<file path="src/hw/rtl/imu_trp_pkg.sv">
`default_nettype none

package imu_trp_pkg;

    // parser modes, the unused code behaves as find end
    typedef enum logic [1:0] {
        MODE_FIND  = 2'd0,
        MODE_LF    = 2'd1,
        MODE_PARSE = 2'd2
    } t_mode;

    localparam int DEF_MAX_FIELD_CHARS = 10;
    localparam int DEF_QUAT_FIELDS     = 4;

    // quaternion lanes carried on the output beat
    localparam int OUT_QUATS = 4;

    localparam int VAL_W     = 32;
    localparam int BYTE_W    = 8;
    localparam int FIELD_N_W = 3;
    localparam logic [FIELD_N_W-1:0] FIELD_N_MAX = 3'd7;

    localparam logic [BYTE_W-1:0] CHAR_CR    = 8'h0D;
    localparam logic [BYTE_W-1:0] CHAR_LF    = 8'h0A;
    localparam logic [BYTE_W-1:0] CHAR_SPACE = 8'h20;
    localparam logic [BYTE_W-1:0] CHAR_MINUS = 8'h2D;
    localparam logic [BYTE_W-1:0] CHAR_ZERO  = 8'h30;
    localparam logic [BYTE_W-1:0] CHAR_DIG_HI = 8'h7F;

endpackage

`default_nettype wire

</file>
<file path="src/hw/rtl/imu_text_record_parser.sv">
`default_nettype none

// text record parser for an imu serial stream. one ascii byte per input beat.
// the parser hunts for a cr lf pair, clears the record and then reads
// space separated signed decimal fields: the first QUAT_FIELDS are quaternion
// components, the next one is the timestamp, later fields are dropped. a cr
// ends the record and sends one output beat with all five values, after
// which the parser waits for lf again. only the first MAX_FIELD_CHARS
// characters of a field count; a leading '-' negates, the first byte outside
// 0x30..0x7f stops accumulation, values wrap modulo 2^32. missing quaternion
// fields read zero, a missing timestamp keeps its last value. throughput is
// one byte per clock; a byte passes an input register and its next state is
// computed combinationally (the multiply-by-ten accumulate sets that path),
// so a record beat passes the input register and then the result register.
// the input stalls only while a finished record beat waits for tready.
module imu_text_record_parser #(
    parameter int MAX_FIELD_CHARS = imu_trp_pkg::DEF_MAX_FIELD_CHARS,
    parameter int QUAT_FIELDS     = imu_trp_pkg::DEF_QUAT_FIELDS
) (
    input  wire logic         i_clk,
    input  wire logic         i_rst_n,
    // slave side: tdata = byte_in [7:0]
    input  wire logic         i_s_tvalid,
    output logic              o_s_tready,
    input  wire logic [7:0]   i_s_tdata,
    // master side: tdata = quat_w [31:0], quat_x [63:32], quat_y [95:64],
    // quat_z [127:96], time_stamp [159:128]
    output logic              o_m_tvalid,
    input  wire logic         i_m_tready,
    output logic [159:0]      o_m_tdata
);

    localparam int CC_W = $clog2(MAX_FIELD_CHARS + 1);
    localparam int VW   = imu_trp_pkg::VAL_W;
    localparam int FNW  = imu_trp_pkg::FIELD_N_W;
    localparam logic [CC_W-1:0] CC_MAX = CC_W'(MAX_FIELD_CHARS);
    localparam logic [FNW-1:0]  QF_N   = FNW'(QUAT_FIELDS);

    // input register
    logic                                r_in_valid;
    logic [imu_trp_pkg::BYTE_W-1:0]      r_in_byte;

    // parser state
    imu_trp_pkg::t_mode r_mode, n_mode;
    logic [CC_W-1:0]    r_cc, n_cc;
    logic [FNW-1:0]     r_fn, n_fn;
    logic [VW-1:0]      r_acc, n_acc;
    logic               r_neg, n_neg;
    logic               r_stop, n_stop;
    logic [VW-1:0]      r_rec [QUAT_FIELDS];
    logic [VW-1:0]      n_rec [QUAT_FIELDS];
    logic [VW-1:0]      r_stamp, n_stamp;

    // result register
    logic               r_out_valid, n_out_valid;
    logic [159:0]       r_out_data, n_out_data;

    logic               advance;
    logic               proc;
    logic               emit;
    logic [VW-1:0]      commit_val;
    logic [VW-1:0]      quat [imu_trp_pkg::OUT_QUATS];
    logic [VW-1:0]      stamp_out;
    logic [VW-1:0]      acc_next;
    logic               is_digit;

    // whole path stalls only when a finished record is not taken
    assign advance    = !r_out_valid || i_m_tready;
    assign proc       = r_in_valid && advance;
    assign o_s_tready = !r_in_valid || advance;
    assign o_m_tvalid = r_out_valid;
    assign o_m_tdata  = r_out_data;

    assign commit_val = r_neg ? (VW'(0) - r_acc) : r_acc;
    assign is_digit   = (r_in_byte >= imu_trp_pkg::CHAR_ZERO)
                     && (r_in_byte <= imu_trp_pkg::CHAR_DIG_HI);
    // acc * 10 + weight
    assign acc_next   = (r_acc << 3) + (r_acc << 1)
                      + VW'(r_in_byte - imu_trp_pkg::CHAR_ZERO);

    // output lanes see the field being committed by the cr
    for (genvar k = 0; k < imu_trp_pkg::OUT_QUATS; k++) begin : g_quat
        if (k < QUAT_FIELDS) begin : g_used
            assign quat[k] = (r_fn == FNW'(k)) ? commit_val : r_rec[k];
        end else begin : g_zero
            assign quat[k] = '0;
        end
    end
    assign stamp_out = (r_fn == QF_N) ? commit_val : r_stamp;

    always_comb begin
        n_mode      = r_mode;
        n_cc        = r_cc;
        n_fn        = r_fn;
        n_acc       = r_acc;
        n_neg       = r_neg;
        n_stop      = r_stop;
        n_rec       = r_rec;
        n_stamp     = r_stamp;
        emit        = 1'b0;
        if (proc) begin
            unique case (r_mode)
                imu_trp_pkg::MODE_LF: begin
                    if (r_in_byte == imu_trp_pkg::CHAR_LF) begin
                        for (int k = 0; k < QUAT_FIELDS; k++) begin
                            n_rec[k] = '0;
                        end
                        n_fn   = '0;
                        n_cc   = '0;
                        n_acc  = '0;
                        n_neg  = 1'b0;
                        n_stop = 1'b0;
                        n_mode = imu_trp_pkg::MODE_PARSE;
                    end else begin
                        n_mode = imu_trp_pkg::MODE_FIND;
                    end
                end
                imu_trp_pkg::MODE_PARSE: begin
                    if (r_in_byte == imu_trp_pkg::CHAR_CR
                            || r_in_byte == imu_trp_pkg::CHAR_SPACE) begin
                        // commit current field
                        for (int k = 0; k < QUAT_FIELDS; k++) begin
                            if (r_fn == FNW'(k)) begin
                                n_rec[k] = commit_val;
                            end
                        end
                        if (r_fn == QF_N) begin
                            n_stamp = commit_val;
                        end
                        if (r_in_byte == imu_trp_pkg::CHAR_CR) begin
                            emit   = 1'b1;
                            n_mode = imu_trp_pkg::MODE_LF;
                        end else begin
                            n_cc   = '0;
                            n_acc  = '0;
                            n_neg  = 1'b0;
                            n_stop = 1'b0;
                            if (r_fn <= QF_N && r_fn != imu_trp_pkg::FIELD_N_MAX) begin
                                n_fn = r_fn + FNW'(1);
                            end
                        end
                    end else if (r_cc < CC_MAX) begin
                        if (r_cc == '0 && r_in_byte == imu_trp_pkg::CHAR_MINUS) begin
                            n_neg = 1'b1;
                        end else if (!r_stop && is_digit) begin
                            n_acc = acc_next;
                        end else begin
                            n_stop = 1'b1;
                        end
                        n_cc = r_cc + CC_W'(1);
                    end
                end
                default: begin
                    if (r_in_byte == imu_trp_pkg::CHAR_CR) begin
                        n_mode = imu_trp_pkg::MODE_LF;
                    end
                end
            endcase
        end
    end

    always_comb begin
        n_out_valid = r_out_valid;
        n_out_data  = r_out_data;
        if (emit) begin
            n_out_valid = 1'b1;
            n_out_data  = {stamp_out, quat[3], quat[2], quat[1], quat[0]};
        end else if (i_m_tready) begin
            n_out_valid = 1'b0;
        end
    end

    always_ff @(posedge i_clk) begin
        if (!i_rst_n) begin
            r_in_valid  <= 1'b0;
            r_out_valid <= 1'b0;
            r_mode      <= imu_trp_pkg::MODE_FIND;
            r_cc        <= '0;
            r_fn        <= '0;
            r_acc       <= '0;
            r_neg       <= 1'b0;
            r_stop      <= 1'b0;
            r_stamp     <= '0;
            for (int k = 0; k < QUAT_FIELDS; k++) begin
                r_rec[k] <= '0;
            end
        end else begin
            if (o_s_tready) begin
                r_in_valid <= i_s_tvalid;
            end
            r_out_valid <= n_out_valid;
            r_mode      <= n_mode;
            r_cc        <= n_cc;
            r_fn        <= n_fn;
            r_acc       <= n_acc;
            r_neg       <= n_neg;
            r_stop      <= n_stop;
            r_stamp     <= n_stamp;
            r_rec       <= n_rec;
        end
    end

    // payload, no reset
    always_ff @(posedge i_clk) begin
        if (o_s_tready) begin
            r_in_byte <= i_s_tdata;
        end
        r_out_data <= n_out_data;
    end

endmodule

`default_nettype wire
</file>
<file path="config.mk">
export PLATFORM = sky130hd
export DESIGN_NAME = imu_text_record_parser
export DESIGN_NICKNAME = d
export VERILOG_FILES = /design/src/hw/rtl/imu_trp_pkg.sv /design/src/hw/rtl/imu_text_record_parser.sv
export SDC_FILE = /design/constraint.sdc
export NUM_CORES = 1
export LEC_CHECK = 0
export BUFFER_PORTS_ARGS = -buffer_cell sky130_fd_sc_hd__buf_2
export CAP_MARGIN = 25
export CORE_MARGIN = 2
export CORE_UTILIZATION = 60
export DETAILED_ROUTE_END_ITERATION = 16
export PLACE_DENSITY = 0.81
export SLEW_MARGIN = 0
export SYNTH_ARGS = -nofsm -noshare
export SYNTH_HDL_FRONTEND = slang
export SYNTH_SLANG_ARGS = --single-unit
</file>
<file path="constraint.sdc">
create_clock -name i_clk -period 33.7 [get_ports i_clk]
set_clock_uncertainty 0.15 [all_clocks]
set_input_delay 1.685 -clock i_clk [delete_from_list [all_inputs] [get_ports i_clk]]
set_output_delay 1.685 -clock i_clk [all_outputs]
set_load 0.1 [all_outputs]
</file>
After elaboration in Yosys (flattened, before gate mapping)

Cells that the tools add are included.

Reduce and logical (&&, ||, !) cells: 23
$lt $le $gt $ge: 4
Divide/modulo/power cells: 0
Mux-type cells: 47
Add/sub/neg operators: 6
$mul: 0
Shift-type cells: 0
Bitwise operators: 0
Equal/unequal tests: 21

Operators with widths:

| cell                  | number |
|---|---|
| $mux 32               | 12 |
| $mux 128              | 2 |
| $pmux 128 s2          | 1 |
| $add 32x32->32        | 2 |
| $pmux 32 s2           | 1 |
| $sub 1x32->32 const A | 1 |
| $ne 3x3->1 const B    | 7 |
| $eq 8x4->1 const B    | 2 |
| $eq 8x6->1 const B    | 2 |
| $mux 4                | 4 |
| $mux 1                | 15 |
| $reduce_and 7->1      | 2 |
| $mux 3                | 4 |
| $reduce_and 6->1      | 2 |
| $sub 8x6->9 const B   | 1 |
| $ge 8x6->1 const B    | 1 |
| $le 8x7->1 const B    | 1 |
| $ne 2x2->1 const B    | 4 |
| $pmux 4 s2            | 1 |
| $eq 3x2->1 const B    | 2 |
| $mux 2                | 3 |
| $pmux 3 s2            | 1 |
| $logic_and 1x1->1     | 5 |
| $reduce_and 5->1      | 1 |
| 18 further kinds      | 24 |

Input bits: 12
Memory bits (read-only): 0
Flip-flop bits (word level): 373
Bits in latches: 0
Output and inout bits: 162
Memories: 0
Logic and storage cells: 116
Bits in writable memories: 0

Depth between registers and ports, before layout

Word-level depth: 8
Depth in mapped cells: 12
Depth with buffers taken out: 11

Least setup slack after synthesis

No wires, ideal clock.

Path kind: in2reg
Start: input i_m_tready
End: register r_out_data[0] (netlist: o_m_tdata[0]), enable pin
Data required time: 32672 ps
Slack: 19713 ps
Arrival: 12960 ps
Buffers on the path: 1
Setup time: 878 ps
Stages on the path: 4
Cells stage by stage: nor2b_1 > nand2b_1 > clkbuf_1 > nor3_1

Word-level cells in the longest chain between the ends: 3

Ends and longest elaborated chain:

| what                   | line                          | text |
|---|---|---|
| start: declaration     | imu_text_record_parser.sv:29  | `input wire logic i_m_tready,` |
| $logic_or 1x1->1       | imu_text_record_parser.sv:68  | `assign advance = !r_out_valid \|\| i_m_tready;` |
| $logic_and 1x1->1      | imu_text_record_parser.sv:69  | `assign proc = r_in_valid && advance;` |
| $mux 1                 | imu_text_record_parser.sv:101 | `if (proc) begin` |
| net emit               | imu_text_record_parser.sv:60  | `logic emit;` |
| end signal: assignment | imu_text_record_parser.sv:208 | `r_out_data <= n_out_data;` |
| end: declaration       | imu_text_record_parser.sv:56  | `logic [159:0] r_out_data, n_out_data;` |

The timed path passes the listed nets, and every way through them passes these cells.
A chain may end at the register's enable or synchronous reset.

Worst setup path after layout

Start: input i_m_tready
End: output o_s_tready

Word-level cells in the longest chain between the ends: 2

Ends and longest elaborated chain:

| what             | line                         | text |
|---|---|---|
| $logic_or 1x1->1 | imu_text_record_parser.sv:68 |  |
| $logic_or 1x1->1 | imu_text_record_parser.sv:70 | `assign o_s_tready = !r_in_valid \|\| advance;` |
| end: declaration | imu_text_record_parser.sv:24 | `output logic o_s_tready,` |

No other way between the ends.

==> impl_metrics.yaml <==
status:
  status: "complete, no violations"
synthesis:
  syn_avg_cell_area_sq_um: 10.2
  ys_seq_area_frac: 0.549
  synth_mux_area_frac: 0.00308
  synth-simple-area-share: 0.141
  ys_seq_elements: 373
  synth_edf_count: 168
  synthAdderAreaFrac: 0.0672
  ys_types: 70
  async_flop_share: 0
  synth_top_family_by_area: "compound AO/OA/AOI/OAI gates"
  syn-instance-count: 1638
  synthFlopType: "dfxtp_1"
  synth_nets: 1722
  synth_area_sq_mm: 0.0167
  yosysWarnings: 0
  post_synth_xor_area_fraction: 0.0319
  synth_compound_area_frac: 0.184
routing:
  drc: 0
  drtIter0Drc: 1367
  drt-total-wl_microns: 39000
  viasPerCell: 5.94
  first_pass_iters: 5
  ant_nets: 0
  via_count: 12900
  wl_per_cell_microns: 17.9
worst_setup_path:
  critPathArrivalTime_ps: 2720
  crit_path_end_kind: "primary output"
  ff2ff_setup_slack_ps: 29470
  r2r-start: "r_in_byte[5]"
  crit_type: "input port to primary output"
  r2r-end: "r_acc[30]"
  r2r_cells: 12
  setup.worst_path.start_class: "input port"
  cp_data_required_time_ps: 31860
  crit_path_max_fanout: 9
cells_and_area:
  fin_util: 0.705
  area_growth_pct: 14.7
  diodes: 0
  layout_common_cells: "nand2_1 (305), o21ai_0 (240), dfxtp_1 (205)"
  regArea_sq_mm: 0.00915
  drive_gt1_frac: 0.153
  multi_input_area_sq_mm: 0.00714
  final_common_cell: "nand2_1"
  fillers: 1973
  nets: 1862
hold_path:
  hp-start: "r_rec[119]"
  hold_class: "flop to flop"
  hold_end: "r_rec[119]"
  min_path_cells: 2
clock_tree:
  clk_latency_ps: 510
  post_cts_resized: 0
  clockRootBuffer: "clkbuf_16"
  postCtsSetupBuffers: 0
  htreeDepth: 2
  clockBufferDepth: 3
  clock-sinks: 373
  path_clk_slew_ps: 60
  postCtsHoldBufs: 0
  cts_buffers: 37
  cts_tree: "done"
sta:
  maxSlewViolCount: 0
  finalCriticalPeriod_ps: 4560
  fin_crit_sh: 0.135
  tightest_slew_ps: 1020
  fmax_mhz: 220
  finalHoldViolations: 0
  rsz0062_at_grt: "false"
  setup_tns_ps: 0
  finalSetupViolations: 0
  slew_headroom: 0.320
placement:
  gp_congestion: 0.856
  port_buffers: 173
  dpl.hpwl_microns: 26700
floorplanning:
  die_width_microns: 171
  die_area_sq_mm: 0.0291
  die_y_microns: 171
  initial_core_util: 0.615
  core-area_sq_mm: 0.0271
  num_rows: 60
  ioPinCount: 174
flow_run:
  maxCapViolCount: 0
grt:
  grt_max_degree: 73
  track_usage: 0.267
  grt_overflow: 0
  antenna_found_initial: 0
  grt_pass1_vias: 12200
  grt_first_pass_wirelength_microns: 62200
power_and_ir_drop:
  ir_drop_uv: 29.8
  power_density_mw_per_mm2: 48.0
  p_leak_nw: 7.93
==> sequential cells by signal (all words and copies together), names as in the netlist <==
register,flops
r_in_byte,8
o_m_tvalid,1
r_fn,3
r_neg,1
r_rec,128
r_stamp,32
r_acc,32
r_mode,2
r_cc,4
r_in_valid,1
o_m_tdata,160
r_stop,1
==> synth_stat cells, drive strengths merged, types with 8 or more instances <==
master  instances  area [sq um]
nand2         307          1150
o21ai         244          1220
dfxtp         205          4100
edfxtp        168          5040
a21oi          92           460
clkbuf         82           308
nor2           68           258
nor2b          45           282
ha             43           538
xor2           40           358
nand3          33           165
fa             29           581
a21boi         24           180
a22o           24           210
a22oi          19           143
xnor2          19           174
inv            16          60.1
o31ai          15           128
nor3           14          75.1
o21a           13          97.6
o211a          12           120
a21o           11          82.6
nor3b           9          67.6
a31oi           8          50.1
or4             8          60.1
==> cells by family (layout without fill, tap and decap cells) <==
logic type | after synthesis | count (layout)
and+or+nand+nor | 522 | 522
AOI/OAI and AO/OA | 502 | 502
DFF | 373 | 373
buffers and inverters | 105 | 273
adders and majority gates | 72 | 72
xor gates and xnor gates | 59 | 59
muxes | 5 | 5
==> area by class of cell <==
type | count | share of cell area
Sequential cell | 373 | 0.479
Multi-Input combinational cell | 1160 | 0.374
Timing Repair Buffer | 190 | 0.0533
Inverter | 16 | 0.00314
Tap cell | 372 | 0.0244
Clock buffer | 45 | 0.0511
Clock inverter | 22 | 0.0157
==> worst max-delay path, stage by stage <==
cell and delay, ps:
buf_2 100, nor2b_1 240, nand2_1 300, buf_2 390
==> metal layers <==
| layer | wire (microns) | part of all wire | vias to the layer above | track usage |
|---|---|---|---|---|
| li1 | - | - | 6125 | - |
| met4 | 1220 | 0.031 | 0 | 0.107 |
| met3 | 2640 | 0.068 | 88 | 0.0375 |
| met1 | 16500 | 0.42 | 6214 | 0.367 |
| met5 | 0 | 0 | - | 0 |
| met2 | 18600 | 0.48 | 515 | 0.429 |
==> metrics by stage <==
step                      power [mW]  instances  setup slack, ps  hold slack, ps  area (sq um)
final                          0.917       2178            29140             307         19100
after CTS                      0.921       2176            29140             306         19100
after global routing           0.940       2178            29020             323         19100
after floorplan                0.492       1638            19710             275         16700
after detailed placement       0.497       2109            29160             292         17800
after global placement         0.497       2108            29160             283         17800
==> report_power, final <==
part / total [mW] / internal, mW / switching [mW]
clock: 0.430 / 0.261 / 0.169
sequential: 0.470 / 0.469 / 0.000778
combinational: 0.0172 / 0.00601 / 0.0111
==> how the worst max path moves through the flow <==
stage,depth (start not counted),to,start
2_1_floorplan,4,o_m_tdata[0],i_m_tready
3_3_place_gp,4,o_s_tready,i_m_tready
3_5_place_dp,4,o_s_tready,i_m_tready
4_1_cts,4,o_s_tready,i_m_tready
5_1_grt,4,o_s_tready,i_m_tready
6_report,4,o_s_tready,i_m_tready
(Power assumes the default switching activity.)
